### src/rtl/pddc_pkg.sv
// Shared constants, codes and word types for the paged disk DMA controller.
package pddc_pkg;

  localparam int PageShiftDef = 12;
  localparam int PageShiftMax = 16;

  // Bus-wide command byte that mutes the interrupt.
  localparam logic [7:0] MuteCode = 8'h01;

  // Register select codes for bus writes.
  localparam logic [2:0] SEL_CMD     = 3'd0;
  localparam logic [2:0] SEL_PAGE_LO = 3'd1;
  localparam logic [2:0] SEL_PAGE_HI = 3'd2;
  localparam logic [2:0] SEL_SLOT    = 3'd3;
  localparam logic [2:0] SEL_BUS     = 3'd4;

  // Disk commands.
  localparam logic [7:0] CMD_NONE    = 8'h00;
  localparam logic [7:0] CMD_GETSIZE = 8'h20;
  localparam logic [7:0] CMD_SYNC    = 8'h30;
  localparam int         CmdWriteBit = 4;

  // Status bits and error codes.
  localparam logic [7:0] STAT_DONE      = 8'h80;
  localparam logic [7:0] STAT_ERR_SLOT  = 8'he1;
  localparam logic [7:0] STAT_ERR_SEEK  = 8'he2;
  localparam logic [7:0] STAT_ERR_WRITE = 8'he3;
  localparam logic [7:0] STAT_ERR_READ  = 8'he4;

  // Values loaded by GETSIZE.
  localparam logic [7:0] MAX_PAGE_BYTE = 8'hff;
  localparam logic [7:0] MAX_SLOT      = 8'h0f;

  typedef struct packed {
    logic       command;
    logic [2:0] reg_select;
    logic [7:0] bus_data;
    logic       seek_ok;
    logic       io_ok;
    logic       read_eof;
    logic [7:0] disk_byte;
    logic [7:0] mem_byte;
  } req_word_t;

  typedef struct packed {
    logic [7:0]  status;
    logic [23:0] param_word;
    logic        irq_raise;
    logic        busy_res;
    logic        seek_valid;
    logic [27:0] seek_address;
    logic        xfer_valid;
    logic        xfer_write;
    logic [3:0]  mem_slot;
    logic [11:0] mem_offset;
    logic [7:0]  mem_write_data;
    logic [7:0]  disk_write_data;
  } rsp_word_t;

endpackage

### src/rtl/pddc_req_if.sv
// Request channel: bus writes and transfer ticks into the controller.
interface pddc_req_if;
  logic       valid;
  logic       ready;
  logic       command;
  logic [2:0] reg_select;
  logic [7:0] bus_data;
  logic       seek_ok;
  logic       io_ok;
  logic       read_eof;
  logic [7:0] disk_byte;
  logic [7:0] mem_byte;

  modport source (
    output valid, command, reg_select, bus_data, seek_ok, io_ok, read_eof,
           disk_byte, mem_byte,
    input  ready
  );
  modport sink (
    input  valid, command, reg_select, bus_data, seek_ok, io_ok, read_eof,
           disk_byte, mem_byte,
    output ready
  );
endinterface

### src/rtl/pddc_rsp_if.sv
// Response channel: status, registers and the access made by each word.
interface pddc_rsp_if;
  logic        valid;
  logic        ready;
  logic [7:0]  status;
  logic [23:0] param_word;
  logic        irq_raise;
  logic        busy_res;
  logic        seek_valid;
  logic [27:0] seek_address;
  logic        xfer_valid;
  logic        xfer_write;
  logic [3:0]  mem_slot;
  logic [11:0] mem_offset;
  logic [7:0]  mem_write_data;
  logic [7:0]  disk_write_data;

  modport source (
    output valid, status, param_word, irq_raise, busy_res, seek_valid, seek_address,
           xfer_valid, xfer_write, mem_slot, mem_offset, mem_write_data,
           disk_write_data,
    input  ready
  );
  modport sink (
    input  valid, status, param_word, irq_raise, busy_res, seek_valid, seek_address,
           xfer_valid, xfer_write, mem_slot, mem_offset, mem_write_data,
           disk_write_data,
    output ready
  );
endinterface

### src/rtl/paged_disk_dma_controller.sv
// Paged disk DMA controller: input register, single-pass execute, output register.
// A word accepted into the input register executes once the output register is free or
// draining, and its response is registered in the output register.
// Throughput: one word per cycle unless the response side stalls; the controller
// registers update as the word leaves the input register, so the next word sees
// them immediately. Reset (synchronous, rst high) clears all controller registers
// and the valid flags of both register stages; no clearing pass is needed.
module paged_disk_dma_controller #(
  parameter int PAGE_SHIFT = pddc_pkg::PageShiftDef
) (
  input logic         clk,
  input logic         rst,
  pddc_req_if.sink    req,
  pddc_rsp_if.source  rsp
);
  import pddc_pkg::*;

  logic      in_valid;
  req_word_t in_word;
  logic      out_valid;
  rsp_word_t out_word;
  rsp_word_t exec_word;
  logic      fire;

  // The execute step moves a word whenever the output register is free or draining.
  assign fire      = in_valid && (!out_valid || rsp.ready);
  assign req.ready = !in_valid || fire;

  always_ff @(posedge clk) begin
    if (rst) begin
      in_valid <= 1'b0;
    end else if (req.valid && req.ready) begin
      in_valid <= 1'b1;
    end else if (fire) begin
      in_valid <= 1'b0;
    end
  end

  always_ff @(posedge clk) begin
    if (req.valid && req.ready) begin
      in_word.command    <= req.command;
      in_word.reg_select <= req.reg_select;
      in_word.bus_data   <= req.bus_data;
      in_word.seek_ok    <= req.seek_ok;
      in_word.io_ok      <= req.io_ok;
      in_word.read_eof   <= req.read_eof;
      in_word.disk_byte  <= req.disk_byte;
      in_word.mem_byte   <= req.mem_byte;
    end
  end

  pddc_exec #(
    .PAGE_SHIFT(PAGE_SHIFT)
  ) u_exec (
    .clk      (clk),
    .rst      (rst),
    .fire     (fire),
    .req_word (in_word),
    .rsp_word (exec_word)
  );

  always_ff @(posedge clk) begin
    if (rst) begin
      out_valid <= 1'b0;
    end else if (fire) begin
      out_valid <= 1'b1;
    end else if (rsp.ready) begin
      out_valid <= 1'b0;
    end
  end

  always_ff @(posedge clk) begin
    if (fire) begin
      out_word <= exec_word;
    end
  end

  assign rsp.valid           = out_valid;
  assign rsp.status          = out_word.status;
  assign rsp.param_word      = out_word.param_word;
  assign rsp.irq_raise       = out_word.irq_raise;
  assign rsp.busy_res        = out_word.busy_res;
  assign rsp.seek_valid      = out_word.seek_valid;
  assign rsp.seek_address    = out_word.seek_address;
  assign rsp.xfer_valid      = out_word.xfer_valid;
  assign rsp.xfer_write      = out_word.xfer_write;
  assign rsp.mem_slot        = out_word.mem_slot;
  assign rsp.mem_offset      = out_word.mem_offset;
  assign rsp.mem_write_data  = out_word.mem_write_data;
  assign rsp.disk_write_data = out_word.disk_write_data;

endmodule

### src/rtl/pddc_exec.sv
// Controller registers and the single-pass logic that runs one word against them.
module pddc_exec #(
  parameter int PAGE_SHIFT = pddc_pkg::PageShiftDef
) (
  input  logic                clk,
  input  logic                rst,
  input  logic                fire,
  input  pddc_pkg::req_word_t req_word,
  output pddc_pkg::rsp_word_t rsp_word
);
  import pddc_pkg::*;

  localparam int LimW = 4 + PAGE_SHIFT;
  localparam int CmpW = (LimW > 16) ? LimW : 16;

  logic [7:0]  cmd_status, cmd_status_next;
  logic [7:0]  page_low, page_low_next;
  logic [7:0]  page_high, page_high_next;
  logic [7:0]  slot_reg, slot_reg_next;
  logic [15:0] byte_count, byte_count_next;
  logic        active, active_next;
  logic        seeked, seeked_next;
  logic        sync_pending, sync_pending_next;
  logic        muted, muted_next;

  logic        failed;
  logic        finish;
  logic        wr;
  logic [15:0] count_inc;
  logic [11:0] off_mask;
  logic [LimW-1:0] limit;
  logic [27:0] seek_addr_calc;

  assign count_inc      = byte_count + 16'd1;
  assign off_mask       = 12'((32'd1 << PAGE_SHIFT) - 32'd1);
  assign limit          = LimW'(cmd_status[3:0]) << PAGE_SHIFT;
  assign seek_addr_calc = 28'({page_high, page_low}) << PAGE_SHIFT;
  assign wr             = cmd_status[CmdWriteBit];

  always_comb begin
    cmd_status_next   = cmd_status;
    page_low_next     = page_low;
    page_high_next    = page_high;
    slot_reg_next     = slot_reg;
    byte_count_next   = byte_count;
    active_next       = active;
    seeked_next       = seeked;
    sync_pending_next = sync_pending;
    muted_next        = muted;
    failed            = 1'b0;
    finish            = 1'b0;
    rsp_word          = '0;

    if (!req_word.command) begin
      case (req_word.reg_select)
        SEL_CMD: begin
          cmd_status_next = req_word.bus_data;
          byte_count_next = '0;
          active_next     = (req_word.bus_data != CMD_NONE);
        end
        SEL_PAGE_LO: page_low_next  = req_word.bus_data;
        SEL_PAGE_HI: page_high_next = req_word.bus_data;
        SEL_SLOT:    slot_reg_next  = req_word.bus_data;
        SEL_BUS:     muted_next     = (req_word.bus_data == MuteCode);
        default: ;
      endcase
    end else if (active) begin
      if (cmd_status == CMD_NONE) begin
        active_next = 1'b0;
      end else if (cmd_status == CMD_GETSIZE) begin
        page_low_next   = MAX_PAGE_BYTE;
        page_high_next  = MAX_PAGE_BYTE;
        slot_reg_next   = MAX_SLOT;
        cmd_status_next = cmd_status | STAT_DONE;
        finish          = 1'b1;
      end else if (cmd_status == CMD_SYNC) begin
        cmd_status_next   = cmd_status | STAT_DONE;
        sync_pending_next = 1'b1;
        active_next       = 1'b0;
      end else begin
        if (slot_reg == 8'd0 || slot_reg > MAX_SLOT) begin
          cmd_status_next = STAT_ERR_SLOT;
          finish          = 1'b1;
          failed          = 1'b1;
        end else if (!seeked) begin
          rsp_word.seek_valid   = 1'b1;
          rsp_word.seek_address = seek_addr_calc;
          if (!req_word.seek_ok) begin
            cmd_status_next = STAT_ERR_SEEK;
            finish          = 1'b1;
            failed          = 1'b1;
          end else begin
            seeked_next = 1'b1;
          end
        end
        if (!failed) begin
          rsp_word.mem_slot   = slot_reg[3:0];
          rsp_word.mem_offset = byte_count[11:0] & off_mask;
          byte_count_next     = count_inc;
          rsp_word.xfer_write = wr;
          if (wr) begin
            rsp_word.disk_write_data = req_word.mem_byte;
            if (!req_word.io_ok) begin
              cmd_status_next = STAT_ERR_WRITE;
              finish          = 1'b1;
              failed          = 1'b1;
            end
          end else if (!req_word.io_ok) begin
            cmd_status_next = STAT_ERR_READ;
            finish          = 1'b1;
            failed          = 1'b1;
          end else begin
            rsp_word.mem_write_data = req_word.read_eof ? 8'd0 : req_word.disk_byte;
          end
          if (!failed) begin
            rsp_word.xfer_valid = 1'b1;
            // The count wraps at 16 bits, so a limit beyond that range never ends the run.
            if (CmpW'(count_inc) >= CmpW'(limit)) begin
              cmd_status_next = cmd_status | STAT_DONE;
              finish          = 1'b1;
              seeked_next     = 1'b0;
            end
          end
        end
      end

      if (finish) begin
        active_next = 1'b0;
        // A pending sync swallows exactly one interrupt.
        rsp_word.irq_raise = !sync_pending && !muted;
        sync_pending_next  = 1'b0;
      end
    end

    rsp_word.status     = cmd_status_next;
    rsp_word.param_word = {slot_reg_next, page_high_next, page_low_next};
    rsp_word.busy_res   = active_next;
  end

  always_ff @(posedge clk) begin
    if (rst) begin
      cmd_status   <= '0;
      page_low     <= '0;
      page_high    <= '0;
      slot_reg     <= '0;
      byte_count   <= '0;
      active       <= 1'b0;
      seeked       <= 1'b0;
      sync_pending <= 1'b0;
      muted        <= 1'b0;
    end else if (fire) begin
      cmd_status   <= cmd_status_next;
      page_low     <= page_low_next;
      page_high    <= page_high_next;
      slot_reg     <= slot_reg_next;
      byte_count   <= byte_count_next;
      active       <= active_next;
      seeked       <= seeked_next;
      sync_pending <= sync_pending_next;
      muted        <= muted_next;
    end
  end

endmodule

### src/flat_wrapper.sv
// flat-port wrapper written by rule: the top's interface ports become plain ports
module paged_disk_dma_controller_flat import pddc_pkg::*;
#(
  parameter int PAGE_SHIFT = pddc_pkg::PageShiftDef
)
  (clk, rst, req_valid, req_command, req_reg_select, req_bus_data, req_seek_ok, req_io_ok, req_read_eof, req_disk_byte, req_mem_byte, req_ready, rsp_valid, rsp_status, rsp_param_word, rsp_irq_raise, rsp_busy_res, rsp_seek_valid, rsp_seek_address, rsp_xfer_valid, rsp_xfer_write, rsp_mem_slot, rsp_mem_offset, rsp_mem_write_data, rsp_disk_write_data, rsp_ready);
  pddc_req_if req_i ();
  pddc_rsp_if rsp_i ();
  input logic clk;
  input logic rst;
  input wire logic [$bits(req_i.valid)-1:0] req_valid;
  input wire logic [$bits(req_i.command)-1:0] req_command;
  input wire logic [$bits(req_i.reg_select)-1:0] req_reg_select;
  input wire logic [$bits(req_i.bus_data)-1:0] req_bus_data;
  input wire logic [$bits(req_i.seek_ok)-1:0] req_seek_ok;
  input wire logic [$bits(req_i.io_ok)-1:0] req_io_ok;
  input wire logic [$bits(req_i.read_eof)-1:0] req_read_eof;
  input wire logic [$bits(req_i.disk_byte)-1:0] req_disk_byte;
  input wire logic [$bits(req_i.mem_byte)-1:0] req_mem_byte;
  output wire logic [$bits(req_i.ready)-1:0] req_ready;
  output wire logic [$bits(rsp_i.valid)-1:0] rsp_valid;
  output wire logic [$bits(rsp_i.status)-1:0] rsp_status;
  output wire logic [$bits(rsp_i.param_word)-1:0] rsp_param_word;
  output wire logic [$bits(rsp_i.irq_raise)-1:0] rsp_irq_raise;
  output wire logic [$bits(rsp_i.busy_res)-1:0] rsp_busy_res;
  output wire logic [$bits(rsp_i.seek_valid)-1:0] rsp_seek_valid;
  output wire logic [$bits(rsp_i.seek_address)-1:0] rsp_seek_address;
  output wire logic [$bits(rsp_i.xfer_valid)-1:0] rsp_xfer_valid;
  output wire logic [$bits(rsp_i.xfer_write)-1:0] rsp_xfer_write;
  output wire logic [$bits(rsp_i.mem_slot)-1:0] rsp_mem_slot;
  output wire logic [$bits(rsp_i.mem_offset)-1:0] rsp_mem_offset;
  output wire logic [$bits(rsp_i.mem_write_data)-1:0] rsp_mem_write_data;
  output wire logic [$bits(rsp_i.disk_write_data)-1:0] rsp_disk_write_data;
  input wire logic [$bits(rsp_i.ready)-1:0] rsp_ready;
  assign req_i.valid = req_valid;
  assign req_i.command = req_command;
  assign req_i.reg_select = req_reg_select;
  assign req_i.bus_data = req_bus_data;
  assign req_i.seek_ok = req_seek_ok;
  assign req_i.io_ok = req_io_ok;
  assign req_i.read_eof = req_read_eof;
  assign req_i.disk_byte = req_disk_byte;
  assign req_i.mem_byte = req_mem_byte;
  assign req_ready = req_i.ready;
  assign rsp_valid = rsp_i.valid;
  assign rsp_status = rsp_i.status;
  assign rsp_param_word = rsp_i.param_word;
  assign rsp_irq_raise = rsp_i.irq_raise;
  assign rsp_busy_res = rsp_i.busy_res;
  assign rsp_seek_valid = rsp_i.seek_valid;
  assign rsp_seek_address = rsp_i.seek_address;
  assign rsp_xfer_valid = rsp_i.xfer_valid;
  assign rsp_xfer_write = rsp_i.xfer_write;
  assign rsp_mem_slot = rsp_i.mem_slot;
  assign rsp_mem_offset = rsp_i.mem_offset;
  assign rsp_mem_write_data = rsp_i.mem_write_data;
  assign rsp_disk_write_data = rsp_i.disk_write_data;
  assign rsp_i.ready = rsp_ready;
  paged_disk_dma_controller #(.PAGE_SHIFT(PAGE_SHIFT)) u_core (.clk(clk), .rst(rst), .req(req_i), .rsp(rsp_i));
endmodule
### config.mk
export PLATFORM = sky130hd
export DESIGN_NAME = paged_disk_dma_controller_flat
export DESIGN_NICKNAME = d
export VERILOG_FILES = /design/src/rtl/pddc_pkg.sv /design/src/rtl/pddc_req_if.sv /design/src/rtl/pddc_rsp_if.sv /design/src/rtl/paged_disk_dma_controller.sv /design/src/rtl/pddc_exec.sv /design/src/flat_wrapper.sv
export SDC_FILE = /design/constraint.sdc
export NUM_CORES = 1
export LEC_CHECK = 0
export ABC_AREA = 0
export ABC_CLOCK_PERIOD_IN_PS = 5700
export BUFFER_PORTS_ARGS = -buffer_cell sky130_fd_sc_hd__buf_4
export CAP_MARGIN = 25
export CORE_UTILIZATION = 55
export CTS_CLUSTER_DIAMETER = 50
export DETAILED_ROUTE_END_ITERATION = 6
export PLACE_DENSITY = 0.76
export SLEW_MARGIN = 20
export SYNTH_ARGS = -nofsm -noshare
export SYNTH_HDL_FRONTEND = slang
export SYNTH_SLANG_ARGS = --single-unit
export TNS_END_PERCENT = 50
### constraint.sdc
create_clock -name clk -period 5.7 [get_ports clk]
set_input_delay 1.14 -clock clk [delete_from_list [all_inputs] [get_ports clk]]
set_output_delay 1.14 -clock clk [all_outputs]
set_load 0.01 [all_outputs]
==> results.sh <==
export IMPL_ys_seq_area_frac=0.638
export IMPL_drv_cap=0
export IMPL_core_area_um2=12700
export IMPL_clock_root_buffer="clkbuf_16"
export IMPL_status="finished clean"
export IMPL_wire_per_inst_um=17.1
export IMPL_tns_ns=0
export IMPL_syn_avg_cell_area_um2=11.7
export IMPL_start_util=0.565
export IMPL_worst_path_buf_inv=0
export IMPL_cts_sinks=170
export IMPL_die_w_um=116
export IMPL_grt_pass1_wl_um=24000
export IMPL_hold_class="register to register"
export IMPL_die_area_um2=13500
export IMPL_finalWeightedCongestion=0.956
export IMPL_ys_warn_count=0
export IMPL_postLayoutSetupSlackWorst_ns=2.20
export IMPL_first_global_vias=4897
export IMPL_ys_ff_latch=170
export IMPL_leakagePower_nw=3.38
export IMPL_setup_violations=0
export IMPL_postCtsSetupRepairBufs=0
export IMPL_cp_depth=11
export IMPL_fin_crit_sh=0.613
export IMPL_crit_top_cell="nand3_1"
export IMPL_preCtsSetupSlack_ns=2.03
export IMPL_syn_area_um2=7160
export IMPL_yosys_most_used_dff="edfxtp_1"
export IMPL_grt_ovfl_total=0
export IMPL_synth_most_common_cell="edfxtp_1"
export IMPL_num_rows=41
export IMPL_layout_drive_gt1_share=0.228
export IMPL_path_cells="nand4_1 > nor4b_1 > nand3_1 > xnor2_1 > ha_1 > nor2b_1 > o21ai_0 > nand2b_1 > a21oi_1 > nand3_1 > a31o_2"
export IMPL_ir_worst_vdd_uv=235
export IMPL_min_from="u_core.u_exec.muted$_SDFFE_PP0P_"
export IMPL_crit_path_start="u_core.u_exec.byte_count[4]$_SDFFE_PP0P_"
export IMPL_yosysTopAreaCell="edfxtp_1"
export IMPL_htree_levels=4
export IMPL_cp_slowest_stage_delay_ns=0.59
export IMPL_clk_latency_ns=0.43
export IMPL_clk_pin_slew_ns=0.06
export IMPL_crit_path_end_kind="register"
export IMPL_port_buffers=121
export IMPL_async_flop_share=0
export IMPL_pwr_density_cell_nw_per_um2=314
export IMPL_diodes=0
export IMPL_antenna_found_initial=0
export IMPL_area_growth_pct=22.1
export IMPL_hold_viol_final=0
export IMPL_rsz0062_at_grt="no"
export IMPL_critPathCapture="u_core.rsp.irq_raise$_SDFFCE_PN0P_"
export IMPL_fmax_mhz=286
export IMPL_grt_max_degree=69
export IMPL_cts_buffers=17
export IMPL_synthTopCellsByCount="116 x edfxtp_1, 74 x nor2_1, 54 x dfxtp_1"
export IMPL_drt_iter0_drc=427
export IMPL_synthTopCellsByArea="edfxtp_1 49%, dfxtp_1 15%, nor2_1 3.9%, and2_1 3.4%, a21oi_1 3.0%"
export IMPL_cts_tree="done"
export IMPL_crit_required_ns=5.89
export IMPL_final_nets=765
export IMPL_final_max_slew_viol_count=0
export IMPL_cp_top_family="simple AND/OR/NAND/NOR gates"
export IMPL_synth_edff_count=116
export IMPL_largest_register="u_core.in_word"
export IMPL_die_y_um=116
export IMPL_r2r_setup_slack_ns=2.20
export IMPL_drc_errors=0
export IMPL_holdWs_ns=0.477
export IMPL_routed_via_count=5246
export IMPL_startpoint_type="register"
export IMPL_drt_total_wl_um=15600
export IMPL_cp_arrival_ns=3.69
export IMPL_cts_hold_fix_buffers=0
export IMPL_track_usage=0.242
export IMPL_ant_nets=0
export IMPL_tightestPinTransition_ns=0.906
export IMPL_cts_resized=0
export IMPL_r2r_end="u_core.rsp.irq_raise$_SDFFCE_PN0P_"
export IMPL_largest_reg_flops=31
export IMPL_num_io_pins=134
export IMPL_clockBufferDepth=2
export IMPL_r2r_start="u_core.u_exec.byte_count[4]$_SDFFE_PP0P_"
export IMPL_crit_slowest_cell="nor4b_1"
export IMPL_detail_route_vias_per_cell=5.77
export IMPL_dr_pass1_iters=5
export IMPL_period_needed_ns=3.50
export IMPL_place_hpwl_um=10200
export IMPL_finalClockSkew_ns=0.00934
export IMPL_crit_type="register to register"
export IMPL_crit_path_max_fanout=11
export IMPL_synth_cells=614
export IMPL_reg2reg_depth=11
export IMPL_ys_types=67
export IMPL_slew_headroom=0.392
export IMPL_yosys_area_top_type_share=0.487
## cell families after synthesis
| logic type | Yosys count | share of synthesized area |
|---|---|---|
| muxes | 1 | 0.00140 |
| buffers and inverters | 55 | 0.0381 |
| AOI/OAI and AO/OA | 127 | 0.122 |
| DFF | 170 | 0.638 |
| xor gates and xnor gates | 8 | 0.00979 |
| and+or+nand+nor | 246 | 0.180 |
| adders and majority gates | 6 | 0.0105 |
| other | 1 | 0.000524 |
## layout make-up
type | count | area (um2)
flip-flops and latches | 170 | 4560
inverters | 8 | 32.5
multi-input cells | 400 | 2360
repair buffers | 127 | 953
clock inverters | 11 | 170
well taps | 172 | 215
clock buffers | 21 | 440
fillers | 924 | 3940
## per-stage QoR
| stage | instance area (um2) | util | std cells | power [mW] |
|---|---|---|---|---|
| after floorplan | 7200 | - | 625 | 1.50 |
| after global placement | 8120 | 0.641 | 876 | 1.57 |
| after detailed placement | 8120 | 0.641 | 876 | 1.58 |
| after CTS | 8730 | 0.689 | 908 | 2.76 |
| after global routing | 8740 | 0.689 | 909 | 2.82 |
| final | 8740 | 0.689 | 909 | 2.74 |
## cells in the final DEF, fill, tap and decap left out, types with 18 or more instances in the layout
cell	instances
buf_4	127
dfxtp_1	54
o22a_1	19
and3_1	18
nor3_1	27
and2_1	39
a21oi_1	43
edfxtp_1	116
nor2_1	74
nand2_1	31
## power breakdown
part,internal (mW),switching (mW)
logic,0.0669,0.0938
clock network,0.733,0.452
registers,1.36,0.0299
total,2.16,0.576
## tightest hold or removal path, delay by kind of cell, from the launching register on
kind	cells	cell delay [ns]
DFF	1	0.32
and+or+nand+nor	1	0.06
AOI/OAI and AO/OA	1	0.05
## routing by layer
metal  track usage  vias to the layer above  wire (um)
li1              -                     2458          -
met1         0.304                     2503       6370
met2         0.390                      249       7550
met3        0.0664                       36       1160
met4         0.115                        0        469
met5             0                        -          0
## how the worst min path moves through the flow
stage	end	slack, ns	cells after the start
after floorplan	u_core.u_exec.muted$_SDFFE_PP0P_	0.43	2
after global placement	u_core.u_exec.muted$_SDFFE_PP0P_	0.45	2
after detailed placement	u_core.u_exec.muted$_SDFFE_PP0P_	0.47	2
after CTS	u_core.u_exec.muted$_SDFFE_PP0P_	0.48	2
after global routing	u_core.u_exec.muted$_SDFFE_PP0P_	0.50	2
final	u_core.u_exec.muted$_SDFFE_PP0P_	0.48	2
(Power assumes the default switching activity.)
